--- config.mk ---
export PLATFORM = sky130hd
export DESIGN_NAME = midi_file_note_extractor
export DESIGN_NICKNAME = d
export VERILOG_FILES = /design/src/hdl/mfne_pkg.sv /design/src/hdl/mfne_out_queue.sv /design/src/hdl/midi_file_note_extractor.sv
export VERILOG_INCLUDE_DIRS = /design/src /design/src/hdl
export SDC_FILE = /design/constraint.sdc
export NUM_CORES = 2
export LEC_CHECK = 0
export ABC_CLOCK_PERIOD_IN_PS = 20000
export BUFFER_PORTS_ARGS = -buffer_cell sky130_fd_sc_hd__buf_4
export CORE_MARGIN = 5
export CORE_UTILIZATION = 60
export CTS_CLUSTER_SIZE = 30
export DETAILED_ROUTE_END_ITERATION = 16
export PLACE_DENSITY = 0.76
export SETUP_SLACK_MARGIN = 0.3
export SLEW_MARGIN = 20
export SYNTH_ARGS = -nofsm -noshare
export SYNTH_HDL_FRONTEND = slang
export SYNTH_SLANG_ARGS = --single-unit
--- constraint.sdc ---
create_clock -name clk -period 20 [get_ports clk]
set_input_delay 2 -clock clk [delete_from_list [all_inputs] [get_ports clk]]
set_output_delay 2 -clock clk [all_outputs]
set_load 0.02 [all_outputs]
--- src/hdl/midi_file_note_extractor_defines.svh ---
// ----------------------------------------------------------------------------
// midi_file_note_extractor_defines
// assertion macros for the midi file note extractor
// ----------------------------------------------------------------------------
`ifndef MIDI_FILE_NOTE_EXTRACTOR_DEFINES_SVH
`define MIDI_FILE_NOTE_EXTRACTOR_DEFINES_SVH
// property that must hold after reset
`define MFNE_ASSERT(lbl, clk_s, rst_s, prop) \
	lbl: assert property (@(posedge clk_s) disable iff (!rst_s) (prop)) \
		else $error("assertion failed");
// implication checked next cycle
`define MFNE_ASSERT_NEXT(lbl, clk_s, rst_s, ante, cons) \
	lbl: assert property (@(posedge clk_s) disable iff (!rst_s) (ante) |=> (cons)) \
		else $error("assertion failed");
`endif

--- src/hdl/mfne_pkg.sv ---
// ----------------------------------------------------------------------------
// mfne_pkg
// shared types and constants of the midi file note extractor
// ----------------------------------------------------------------------------
`default_nettype none
package mfne_pkg;
	localparam logic [31:0] MAGIC_FILE  = 32'h4d546864;
	localparam logic [31:0] MAGIC_TRACK = 32'h4d54726b;
	localparam logic [15:0] MAX_EVENTS_RST  = 16'd1024;
	localparam logic [15:0] TRACK_LIMIT_RST = 16'd2;

	localparam logic [2:0] K_NOTE  = 3'd0;
	localparam logic [2:0] K_TPB   = 3'd1;
	localparam logic [2:0] K_TEMPO = 3'd2;
	localparam logic [2:0] K_NAME  = 3'd3;
	localparam logic [2:0] K_DONE  = 3'd4;
	localparam logic [2:0] K_NOFILE = 3'd5;

	localparam logic [4:0] PH_MAGIC = 5'd0;
	localparam logic [4:0] PH_HLEN = 5'd1;
	localparam logic [4:0] PH_FORMAT = 5'd2;
	localparam logic [4:0] PH_NTRK = 5'd3;
	localparam logic [4:0] PH_DIV = 5'd4;
	localparam logic [4:0] PH_CMAGIC = 5'd5;
	localparam logic [4:0] PH_CLEN = 5'd6;
	localparam logic [4:0] PH_DELTA = 5'd7;
	localparam logic [4:0] PH_STATUS = 5'd8;
	localparam logic [4:0] PH_DATA1 = 5'd9;
	localparam logic [4:0] PH_DATA2 = 5'd10;
	localparam logic [4:0] PH_SYSEX_LEN = 5'd11;
	localparam logic [4:0] PH_META_TYPE = 5'd12;
	localparam logic [4:0] PH_META_LEN = 5'd13;
	localparam logic [4:0] PH_SKIP = 5'd14;
	localparam logic [4:0] PH_NAME = 5'd15;
	localparam logic [4:0] PH_TEMPO = 5'd16;
	localparam logic [4:0] PH_IDLE = 5'd17;

	localparam logic [0:0] REG_MAX_EVENTS  = 1'd0;
	localparam logic [0:0] REG_TRACK_LIMIT = 1'd1;

	typedef struct packed {
		logic [2:0]  kind;
		logic [31:0] delta;
		logic [7:0]  status_byte;
		logic [7:0]  note;
		logic [7:0]  velocity;
		logic [23:0] value;
	} res_t;

	typedef struct packed {
		logic [1:0] cnt;
		res_t       r0;
		res_t       r1;
	} step_out_t;
endpackage
`default_nettype wire

--- src/hdl/mfne_out_queue.sv ---
// ----------------------------------------------------------------------------
// mfne_out_queue
// four entry result queue with per-byte run marking
// ----------------------------------------------------------------------------
`default_nettype none
`include "midi_file_note_extractor_defines.svh"
module mfne_out_queue
	import mfne_pkg::*;
(
	input  wire logic       clk,
	input  wire logic       arst_n,
	input  wire logic       push,
	input  wire step_out_t  push_data,
	output logic            room2,
	output logic            empty,
	input  wire logic       pop,
	output res_t            head,
	output logic            head_last
);
	res_t       mem_q [4];
	logic [3:0] last_q;
	logic [1:0] wr_q, rd_q;
	logic [2:0] cnt_q;
	logic [1:0] n_push;

	assign n_push = push ? push_data.cnt : 2'd0;
	assign room2  = cnt_q <= 3'd2;
	assign empty  = cnt_q == 3'd0;
	assign head   = mem_q[rd_q];
	assign head_last = last_q[rd_q];

	always_ff @(posedge clk) begin
		if (n_push != 2'd0) begin
			mem_q[wr_q] <= push_data.r0;
			if (n_push == 2'd2)
				mem_q[wr_q + 2'd1] <= push_data.r1;
		end
	end

	always_ff @(posedge clk or negedge arst_n) begin
		if (!arst_n) begin
			wr_q <= '0;
			rd_q <= '0;
			cnt_q <= '0;
			last_q <= '0;
		end else begin
			if (n_push == 2'd1) last_q[wr_q] <= 1'b1;
			if (n_push == 2'd2) begin
				last_q[wr_q] <= 1'b0;
				last_q[wr_q + 2'd1] <= 1'b1;
			end
			wr_q <= wr_q + n_push;
			rd_q <= rd_q + {1'b0, pop};
			cnt_q <= cnt_q + {1'b0, n_push} - {2'b0, pop};
		end
	end

	`MFNE_ASSERT(a_no_overflow, clk, arst_n, (cnt_q <= 3'd4))
	`MFNE_ASSERT(a_pop_nonempty, clk, arst_n, (!pop || cnt_q != 3'd0))
	`MFNE_ASSERT_NEXT(a_cnt_track, clk, arst_n, (n_push == 2'd0 && !pop),
		(cnt_q == $past(cnt_q)))
endmodule
`default_nettype wire

--- src/hdl/midi_file_note_extractor.sv ---
// ----------------------------------------------------------------------------
// midi_file_note_extractor
// byte-serial standard midi file parser emitting notes, tempo and names
// ----------------------------------------------------------------------------
// results: written into the output queue as their byte is accepted
// throughput: one byte per cycle while the result queue has room for two
// up to two results per byte drain one per cycle from a four entry queue while out_ready is high
// reset: asynchronous, parser waits for file magic, registers at defaults
`default_nettype none
`include "midi_file_note_extractor_defines.svh"
module midi_file_note_extractor
	import mfne_pkg::*;
(
	input  wire logic        clk,
	input  wire logic        arst_n,
	input  wire logic        in_valid,
	output logic             in_ready,
	input  wire logic [7:0]  data_byte,
	input  wire logic        first_byte,
	output logic             out_valid,
	input  wire logic        out_ready,
	output logic [2:0]       kind,
	output logic [31:0]      delta,
	output logic [7:0]       status_byte,
	output logic [7:0]       note,
	output logic [7:0]       velocity,
	output logic [23:0]      value,
	output logic             last_of_run,
	input  wire logic        psel,
	input  wire logic        penable,
	input  wire logic        pwrite,
	input  wire logic [2:0]  paddr,
	input  wire logic [31:0] pwdata,
	output logic [31:0]      prdata,
	output logic             pready
);
	logic [15:0] max_events_q, track_limit_q;
	logic [4:0]  phase_q;
	logic [31:0] acc_q, tlen_q, used_q, edelta_q, skip_q;
	logic [2:0]  left_q;
	logic [15:0] ntrk_q, chunk_q, evcnt_q;
	logic [7:0]  rs_q, cs_q, fd_q, mt_q;
	logic        tempo_q;

	logic [4:0]  ph_n;
	logic [31:0] acc_n, tlen_n, used_n, edelta_n, skip_n;
	logic [2:0]  left_n;
	logic [15:0] ntrk_n, chunk_n, evcnt_n;
	logic [7:0]  rs_n, cs_n, fd_n, mt_n;
	logic        tempo_n;

	logic [4:0]  ph_c;
	logic [31:0] acc_c, tlen_c, used_c, fa, va;
	logic [2:0]  left_c, fl;
	logic [15:0] ntrk_c, chunk_c, evcnt_c;
	logic [7:0]  rs_c;
	logic        tempo_c, fdone, vdone;
	logic [7:0]  b;
	logic [3:0]  hi;

	step_out_t   so;
	logic        q_room, q_empty, accept;
	res_t        head;

	assign pready = 1'b1;
	assign prdata = paddr[2] ? {16'd0, track_limit_q} : {16'd0, max_events_q};
	always_ff @(posedge clk or negedge arst_n) begin
		if (!arst_n) begin
			max_events_q <= MAX_EVENTS_RST;
			track_limit_q <= TRACK_LIMIT_RST;
		end else if (psel && penable && pwrite) begin
			case (paddr[2])
				REG_MAX_EVENTS: max_events_q <= pwdata[15:0];
				REG_TRACK_LIMIT: track_limit_q <= pwdata[15:0];
				default: ;
			endcase
		end
	end

	assign in_ready = q_room;
	assign accept = in_valid && in_ready;
	assign b = data_byte;

	always_comb begin
		ph_c = first_byte ? PH_MAGIC : phase_q;
		acc_c = first_byte ? '0 : acc_q;
		left_c = first_byte ? 3'd4 : left_q;
		ntrk_c = first_byte ? '0 : ntrk_q;
		chunk_c = first_byte ? '0 : chunk_q;
		tlen_c = first_byte ? '0 : tlen_q;
		used_c = first_byte ? '0 : used_q;
		rs_c = first_byte ? '0 : rs_q;
		evcnt_c = first_byte ? '0 : evcnt_q;
		tempo_c = first_byte ? 1'b0 : tempo_q;
		fa = {acc_c[23:0], b};
		fl = (left_c != 3'd0) ? left_c - 3'd1 : 3'd0;
		fdone = fl == 3'd0;
		va = {acc_c[24:0], b[6:0]};
		vdone = !b[7];
		ph_n = ph_c; acc_n = acc_c; left_n = left_c; ntrk_n = ntrk_c;
		chunk_n = chunk_c; tlen_n = tlen_c; rs_n = rs_c; evcnt_n = evcnt_c;
		tempo_n = tempo_c;
		cs_n = first_byte ? '0 : cs_q;
		edelta_n = first_byte ? '0 : edelta_q;
		fd_n = first_byte ? '0 : fd_q;
		mt_n = first_byte ? '0 : mt_q;
		skip_n = first_byte ? '0 : skip_q;
		used_n = used_c;
		if (ph_c >= PH_DELTA && ph_c <= PH_TEMPO && used_c != 32'hffffffff)
			used_n = used_c + 32'd1;
		hi = cs_n[7:4];
		so = '0;
		// end_event / end_chunk handled through flags
		begin : fsm
			logic ev_end, ch_end, nxt;
			logic [31:0] sk;
			logic [4:0]  skph;
			logic        dostart;
			ev_end = 1'b0; ch_end = 1'b0; nxt = 1'b0;
			sk = '0; skph = PH_SKIP; dostart = 1'b0;
			case (ph_c)
				PH_MAGIC: begin
					acc_n = fa; left_n = fl;
					if (fdone) begin
						if (fa == MAGIC_FILE) begin
							ph_n = PH_HLEN; left_n = 3'd4; acc_n = '0;
						end else begin
							so.cnt = 2'd1; so.r0.kind = K_NOFILE; ph_n = PH_IDLE;
						end
					end
				end
				PH_HLEN: begin
					acc_n = fa; left_n = fl;
					if (fdone) begin
						if (fa == 32'd6) begin
							ph_n = PH_FORMAT; left_n = 3'd2; acc_n = '0;
						end else begin
							so.cnt = 2'd1; so.r0.kind = K_DONE; ph_n = PH_IDLE;
						end
					end
				end
				PH_FORMAT: begin
					acc_n = fa; left_n = fl;
					if (fdone) begin
						ph_n = PH_NTRK; left_n = 3'd2; acc_n = '0;
					end
				end
				PH_NTRK: begin
					acc_n = fa; left_n = fl;
					if (fdone) begin
						ntrk_n = fa[15:0]; ph_n = PH_DIV; left_n = 3'd2; acc_n = '0;
					end
				end
				PH_DIV: begin
					acc_n = fa; left_n = fl;
					if (fdone) begin
						so.cnt = 2'd1; so.r0.kind = K_TPB; so.r0.value = {8'd0, fa[15:0]};
						chunk_n = '0; nxt = 1'b1;
					end
				end
				PH_CMAGIC: begin
					acc_n = fa; left_n = fl;
					if (fdone) begin
						if (fa == MAGIC_TRACK) begin
							ph_n = PH_CLEN; left_n = 3'd4; acc_n = '0;
						end else ch_end = 1'b1;
					end
				end
				PH_CLEN: begin
					acc_n = fa; left_n = fl;
					if (fdone) begin
						tlen_n = fa; used_n = '0; rs_n = '0;
						if (fa == 32'd0) ch_end = 1'b1;
						else begin
							ph_n = PH_DELTA; left_n = 3'd0; acc_n = '0;
						end
					end
				end
				PH_DELTA: begin
					acc_n = va;
					if (vdone) begin
						edelta_n = va; ph_n = PH_STATUS;
					end
				end
				PH_STATUS: begin
					if (!b[7]) begin
						if (rs_c == 8'd0) ev_end = 1'b1;
						else begin
							cs_n = rs_c; fd_n = b;
							if (rs_c[7:4] == 4'hc || rs_c[7:4] == 4'hd) ev_end = 1'b1;
							else ph_n = PH_DATA2;
						end
					end else if (b[7:4] != 4'hf) begin
						cs_n = b; rs_n = b; ph_n = PH_DATA1;
					end else begin
						rs_n = '0; cs_n = b;
						if (b == 8'hff) ph_n = PH_META_TYPE;
						else if (b == 8'hf0 || b == 8'hf7) begin
							ph_n = PH_SYSEX_LEN; left_n = 3'd0; acc_n = '0;
						end else ev_end = 1'b1;
					end
				end
				PH_DATA1: begin
					fd_n = b;
					if (hi == 4'hc || hi == 4'hd) ev_end = 1'b1;
					else ph_n = PH_DATA2;
				end
				PH_DATA2: begin
					if ((hi == 4'h8 || hi == 4'h9) && evcnt_c < max_events_q) begin
						so.cnt = 2'd1; so.r0.kind = K_NOTE; so.r0.delta = edelta_n;
						so.r0.status_byte = cs_n; so.r0.note = fd_n; so.r0.velocity = b;
						evcnt_n = evcnt_c + 16'd1;
					end
					ev_end = 1'b1;
				end
				PH_SYSEX_LEN: begin
					acc_n = va;
					if (vdone) begin
						dostart = 1'b1; sk = va;
					end
				end
				PH_META_TYPE: begin
					mt_n = b; ph_n = PH_META_LEN; left_n = 3'd0; acc_n = '0;
				end
				PH_META_LEN: begin
					acc_n = va;
					if (vdone) begin
						case (mt_n)
							8'h00: begin dostart = 1'b1; sk = 32'd2; end
							8'h20: begin dostart = 1'b1; sk = 32'd1; end
							8'h54: begin dostart = 1'b1; sk = 32'd5; end
							8'h58: begin dostart = 1'b1; sk = 32'd4; end
							8'h59: begin dostart = 1'b1; sk = 32'd2; end
							8'h2f: ch_end = 1'b1;
							8'h51: begin
								ph_n = PH_TEMPO; left_n = 3'd3; acc_n = '0;
							end
							8'h03: begin
								dostart = 1'b1; sk = va;
								skph = (chunk_c == 16'd0) ? PH_NAME : PH_SKIP;
							end
							default: begin dostart = 1'b1; sk = va; end
						endcase
					end
				end
				PH_NAME: begin
					so.cnt = 2'd1; so.r0.kind = K_NAME; so.r0.value = {16'd0, b};
					skip_n = skip_n - 32'd1;
					if (skip_n == 32'd0) ev_end = 1'b1;
				end
				PH_SKIP: begin
					skip_n = skip_n - 32'd1;
					if (skip_n == 32'd0) ev_end = 1'b1;
				end
				PH_TEMPO: begin
					acc_n = fa; left_n = fl;
					if (fdone) begin
						if (!tempo_c && fa[23:0] != 24'd0) begin
							so.cnt = 2'd1; so.r0.kind = K_TEMPO; so.r0.value = fa[23:0];
							tempo_n = 1'b1;
						end
						ev_end = 1'b1;
					end
				end
				default: ;
			endcase
			if (dostart) begin
				skip_n = sk;
				if (sk == 32'd0) ev_end = 1'b1;
				else ph_n = skph;
			end
			if (ev_end) begin
				if (used_n >= tlen_n) ch_end = 1'b1;
				else begin
					ph_n = PH_DELTA; left_n = 3'd0; acc_n = '0;
				end
			end
			if (ch_end) begin
				chunk_n = chunk_c + 16'd1; nxt = 1'b1;
			end
			if (nxt) begin
				if (chunk_n < ntrk_n && chunk_n < track_limit_q) begin
					ph_n = PH_CMAGIC; left_n = 3'd4; acc_n = '0;
				end else begin
					if (so.cnt == 2'd0) begin
						so.cnt = 2'd1; so.r0.kind = K_DONE;
					end else begin
						so.cnt = 2'd2; so.r1.kind = K_DONE;
					end
					ph_n = PH_IDLE;
				end
			end
		end
	end

	always_ff @(posedge clk or negedge arst_n) begin
		if (!arst_n) begin
			phase_q <= PH_MAGIC; acc_q <= '0; left_q <= 3'd4; ntrk_q <= '0;
			chunk_q <= '0; tlen_q <= '0; used_q <= '0; rs_q <= '0; cs_q <= '0;
			edelta_q <= '0; fd_q <= '0; mt_q <= '0; skip_q <= '0; evcnt_q <= '0;
			tempo_q <= 1'b0;
		end else if (accept) begin
			phase_q <= ph_n; acc_q <= acc_n; left_q <= left_n; ntrk_q <= ntrk_n;
			chunk_q <= chunk_n; tlen_q <= tlen_n; used_q <= used_n; rs_q <= rs_n;
			cs_q <= cs_n; edelta_q <= edelta_n; fd_q <= fd_n; mt_q <= mt_n;
			skip_q <= skip_n; evcnt_q <= evcnt_n; tempo_q <= tempo_n;
		end
	end

	mfne_out_queue u_queue (
		.clk       (clk),
		.arst_n    (arst_n),
		.push      (accept),
		.push_data (so),
		.room2     (q_room),
		.empty     (q_empty),
		.pop       (out_valid && out_ready),
		.head      (head),
		.head_last (last_of_run)
	);

	assign out_valid = !q_empty;
	assign kind = head.kind;
	assign delta = head.delta;
	assign status_byte = head.status_byte;
	assign note = head.note;
	assign velocity = head.velocity;
	assign value = head.value;

	`MFNE_ASSERT(a_phase_range, clk, arst_n, (phase_q <= PH_IDLE))
	`MFNE_ASSERT_NEXT(a_idle_holds, clk, arst_n,
		(phase_q == PH_IDLE && !(accept && first_byte)), (phase_q == PH_IDLE))
	`MFNE_ASSERT(a_events_bounded, clk, arst_n,
		(!(accept && so.cnt != 2'd0 && so.r0.kind == K_NOTE) || evcnt_q < max_events_q
		|| first_byte))
endmodule
`default_nettype wire

==> flow_summary_export.csv <==
group,metric,value,unit
outcome,status,"finished, final reports clean",
pwr,switching_share,0.367,
pwr,report.power.total,3790,uW
synth,yosys-top-cells-count,"584 x nand2_1, 328 x dfxtp_1, 306 x o21ai_0, 282 x a22o_1, 282 x dfrtp_1",
critical_path,cp_max_fo,74,
detailed_routing,wl,93400,um
critical_path,cp_slowest_cell,"buf_4",
clocking,cts.path.max_buffers,3,
synth,post-synth-top-count-cell,"nand2_1",
critical_path,reg2reg_from,"phase_q[1]$_DFFE_PN0P_",
grt,grt_pass1_wl,148000,um
synth,synth.area.top_cells,"dfrtp_1 22%, dfxtp_1 21%, a22o_1 7.9%",
die,start_util,0.602,
synth,synth_area,0.0314,mm2
detailed_routing,first_pass_iters,11,
clocking,cts-buffers-inserted,67,
critical_path,cpLargestDelayFamily,"compound AO/OA/AOI/OAI gates",
timing,timing.final.crit_period,13.67,ns
synth,avgSynthCellArea,9.34,um2
placement,hpwlAfterDp,60000,um
placement,pre_cts_ws,5.91,ns
critical_path,r2r.worst_path.cells,39,
pwr,p_int,2400,uW
pwr,p_leak,0.0147,uW
timing,finalSetupViolCount,0,
pwr,peakVddDrop,0.0735,mV
critical_path,endpoint_kind,"flop",
die,num_io_pins,170,
synth,seq_area_frac_synth,0.440,
detailed_routing,viasPerCell,6.64,
critical_path,crit_cells,42,
grt,grt_antenna_before_repair,1,
synth,ys_ff_latch,617,
grt,overflow,0,
placement,gp_congestion,0.943,
pwr,seq_power_share,0.421,
critical_path,critPathBufInv,5,
critical_path,critical_path_class,"input port to flop",
critical_path,start_kind,"input port",
pwr,pwr-share-clk,0.328,
timing,hold_violations,0,
critical_path,cpPeakStageDelay,0.83,ns
synth,yosysWarnings,0,
critical_path,rrSetupSlack,7.51,ns
synth,synth_top_area_frac,0.224,
detailed_routing,vias,27194,
die,die_w,239,um
synth,netlist-cell-type-count,99,
critical_path,crit_end,"u_queue.mem_q[0][52]$_SDFFE_PP0P_",
clocking,post_cts_buffers,0,
timing,tightest_slew,1.20,ns
die,die_area,0.0571,mm2
critical_path,cp_data_required_time,20.56,ns
finish,syn2layout_area_growth,11.0,%
synth,syn_inst,3368,
finish,fin_area,0.0349,mm2
clocking,cts-hold-fix-buffers,0,
detailed_routing,postRouteAntennaNets,0,
timing,fmax,73.1,MHz
clocking,htree_levels,3,
die,fp.coreArea,0.0522,mm2
timing,rsz0062_at_grt,"no",
finish,fillCellCount,4049,
grt,grt_pass1_vias,27001,
clocking,cts_sinks,617,
grt,grt_util_all_layers,0.321,
synth,yosys.area.top_type,"dfrtp_1",
grt,grt_start_max_net_pins,114,
critical_path,timing.rr.end,"u_queue.mem_q[0][52]$_SDFFE_PP0P_",
synth,synth_flop_cell,"dfxtp_1",
timing,fin_crit_sh,0.684,
detailed_routing,drc_errors,0,
clocking,cts_root_buf,"clkbuf_16",
finish,drive_above_1_share,0.141,
pwr,powerDensity,109,mW/mm2
detailed_routing,wl_per_cell,22.8,um
run,max_cap_violations,0,
clocking,clk_latency,0.63,ns
timing,tns,0,ns
critical_path,crit_path_start,"first_byte",
pwr,combinationalPowerShare,0.250,
clocking,cts_resized,0,
placement,io_buffers,134,
timing,slew_headroom,0.200,
timing,worst_slack,6.33,ns
placement,dpl-instance-area,0.0327,mm2
critical_path,crit_arrival,14.23,ns
clocking,tritoncts,"done",
pwr,p_switching,1390,uW
finish,finalNetCount,3495,
detailed_routing,drt_iter0_drc,2811,
timing,clock_skew,0.0361,ns
die,die_h,239,um
die,rows,84,
timing,maxSlewViolCount,0,
min_path,hold_path_class,"flop to flop",
synth,async_reset_ff_frac,0.462,
clocking,path_clk_slew,0.06,ns
synth,synth_edf_count,4,
power by group through the flow:
stage	clock network, uW	logic, uW	registers, uW
after floorplan	0	752	1450
after global placement	0	914	1600
after detailed placement	0	935	1610
after CTS	1260	940	1590
after global routing	1320	1030	1610
final	1240	949	1600
layer usage:
metal / up-vias / wire length, um / track usage
met5: - / 0 / 0
met4: 0 / 4140 / 0.137
met3: 255 / 7670 / 0.0611
met2: 1257 / 43700 / 0.521
met1: 13434 / 38000 / 0.427
li1: 12248 / - / -
flip-flops by register name, summed over array words and instances, names as in the netlist, 2 cells and up, named ones only:
register	flops
acc_q	25
chunk_q	16
cs_q	8
edelta_q	32
evcnt_q	16
fd_q	8
left_q	3
max_events_q	16
mt_q	8
ntrk_q	16
phase_q	5
rs_q	8
skip_q	32
tlen_q	32
track_limit_q	16
u_queue.cnt_q	3
u_queue.mem_q	332
u_queue.rd_q	2
u_queue.wr_q	2
used_q	32
logic make-up after synthesis:
group                      Yosys count  synth area share
AOI/OAI and AO/OA                  974             0.217
xor gates and xnor gates            58            0.0162
adders and majority gates           92            0.0368
buffers and inverters              348            0.0444
DFF                                617             0.440
muxes                              137            0.0789
other                                2          0.000239
and+or+nand+nor                   1140             0.167
how the worst min path moves through the flow:
stage / start / endpoint / slack, ns / cells past startpoint
after floorplan: u_queue.mem_q[1][80]$_SDFFE_PP0P_ / u_queue.mem_q[1][80]$_SDFFE_PP0P_ / 0.42 / 2
after global placement: u_queue.mem_q[1][47]$_SDFFE_PP0P_ / u_queue.mem_q[1][47]$_SDFFE_PP0P_ / 0.43 / 1
after detailed placement: u_queue.mem_q[3][47]$_SDFFE_PP0P_ / u_queue.mem_q[3][47]$_SDFFE_PP0P_ / 0.43 / 1
after CTS: u_queue.mem_q[3][47]$_SDFFE_PP0P_ / u_queue.mem_q[3][47]$_SDFFE_PP0P_ / 0.45 / 1
after global routing: u_queue.mem_q[3][47]$_SDFFE_PP0P_ / u_queue.mem_q[3][47]$_SDFFE_PP0P_ / 0.47 / 1
final: u_queue.mem_q[3][47]$_SDFFE_PP0P_ / u_queue.mem_q[3][47]$_SDFFE_PP0P_ / 0.45 / 1
through the flow:
step | instances | util | hold slack (ns)
2_1_floorplan | 3383 | - | 0.420
3_3_place_gp | 3972 | 0.625 | 0.427
3_5_place_dp | 3972 | 0.625 | 0.434
4_1_cts | 4095 | 0.668 | 0.448
5_1_grt | 4095 | 0.668 | 0.468
6_report | 4096 | 0.668 | 0.451
cells in the final DEF (no fill, tap or decap), types with 33 or more instances in the layout:
cell type | netlist | routed
nand2_1 | 584 | 581
dfxtp_1 | 328 | 328
o21ai_0 | 306 | 306
a22o_1 | 282 | 282
dfrtp_1 | 282 | 280
nor2_1 | 194 | 189
buf_4 | 17 | 174
a21oi_1 | 111 | 110
ha_1 | 90 | 90
mux4_2 | 84 | 84
inv_1 | 73 | 73
clkbuf_16 | 0 | 71
nand3_1 | 62 | 62
mux2_2 | 48 | 48
nor2b_1 | 45 | 45
a22oi_1 | 39 | 39
and3_1 | 38 | 38
nand4_1 | 35 | 35
nor3_1 | 34 | 33
cell type report:
type                    count  area, um2  share of cell area
clock buffers              93       1910              0.0547
repair buffers            175       1320              0.0379
flip-flops and latches    617      13800               0.396
inverters                  74        280             0.00803
clock inverters            30        308             0.00882
diodes                      1       2.50           0.0000717
multi-input cells        2418      16400               0.469
well taps                 688        861              0.0247
worst reg2reg max path: cells and delay by family (launching register included):
kind | cells | cell delay [ns]
flops | 1 | 0.76
simple gates | 15 | 3.65
fa+ha+maj | 4 | 1.29
buf+inv | 2 | 0.91
mux | 2 | 0.40
compound gates | 16 | 5.41
Power figures use the tool's default switching activity.
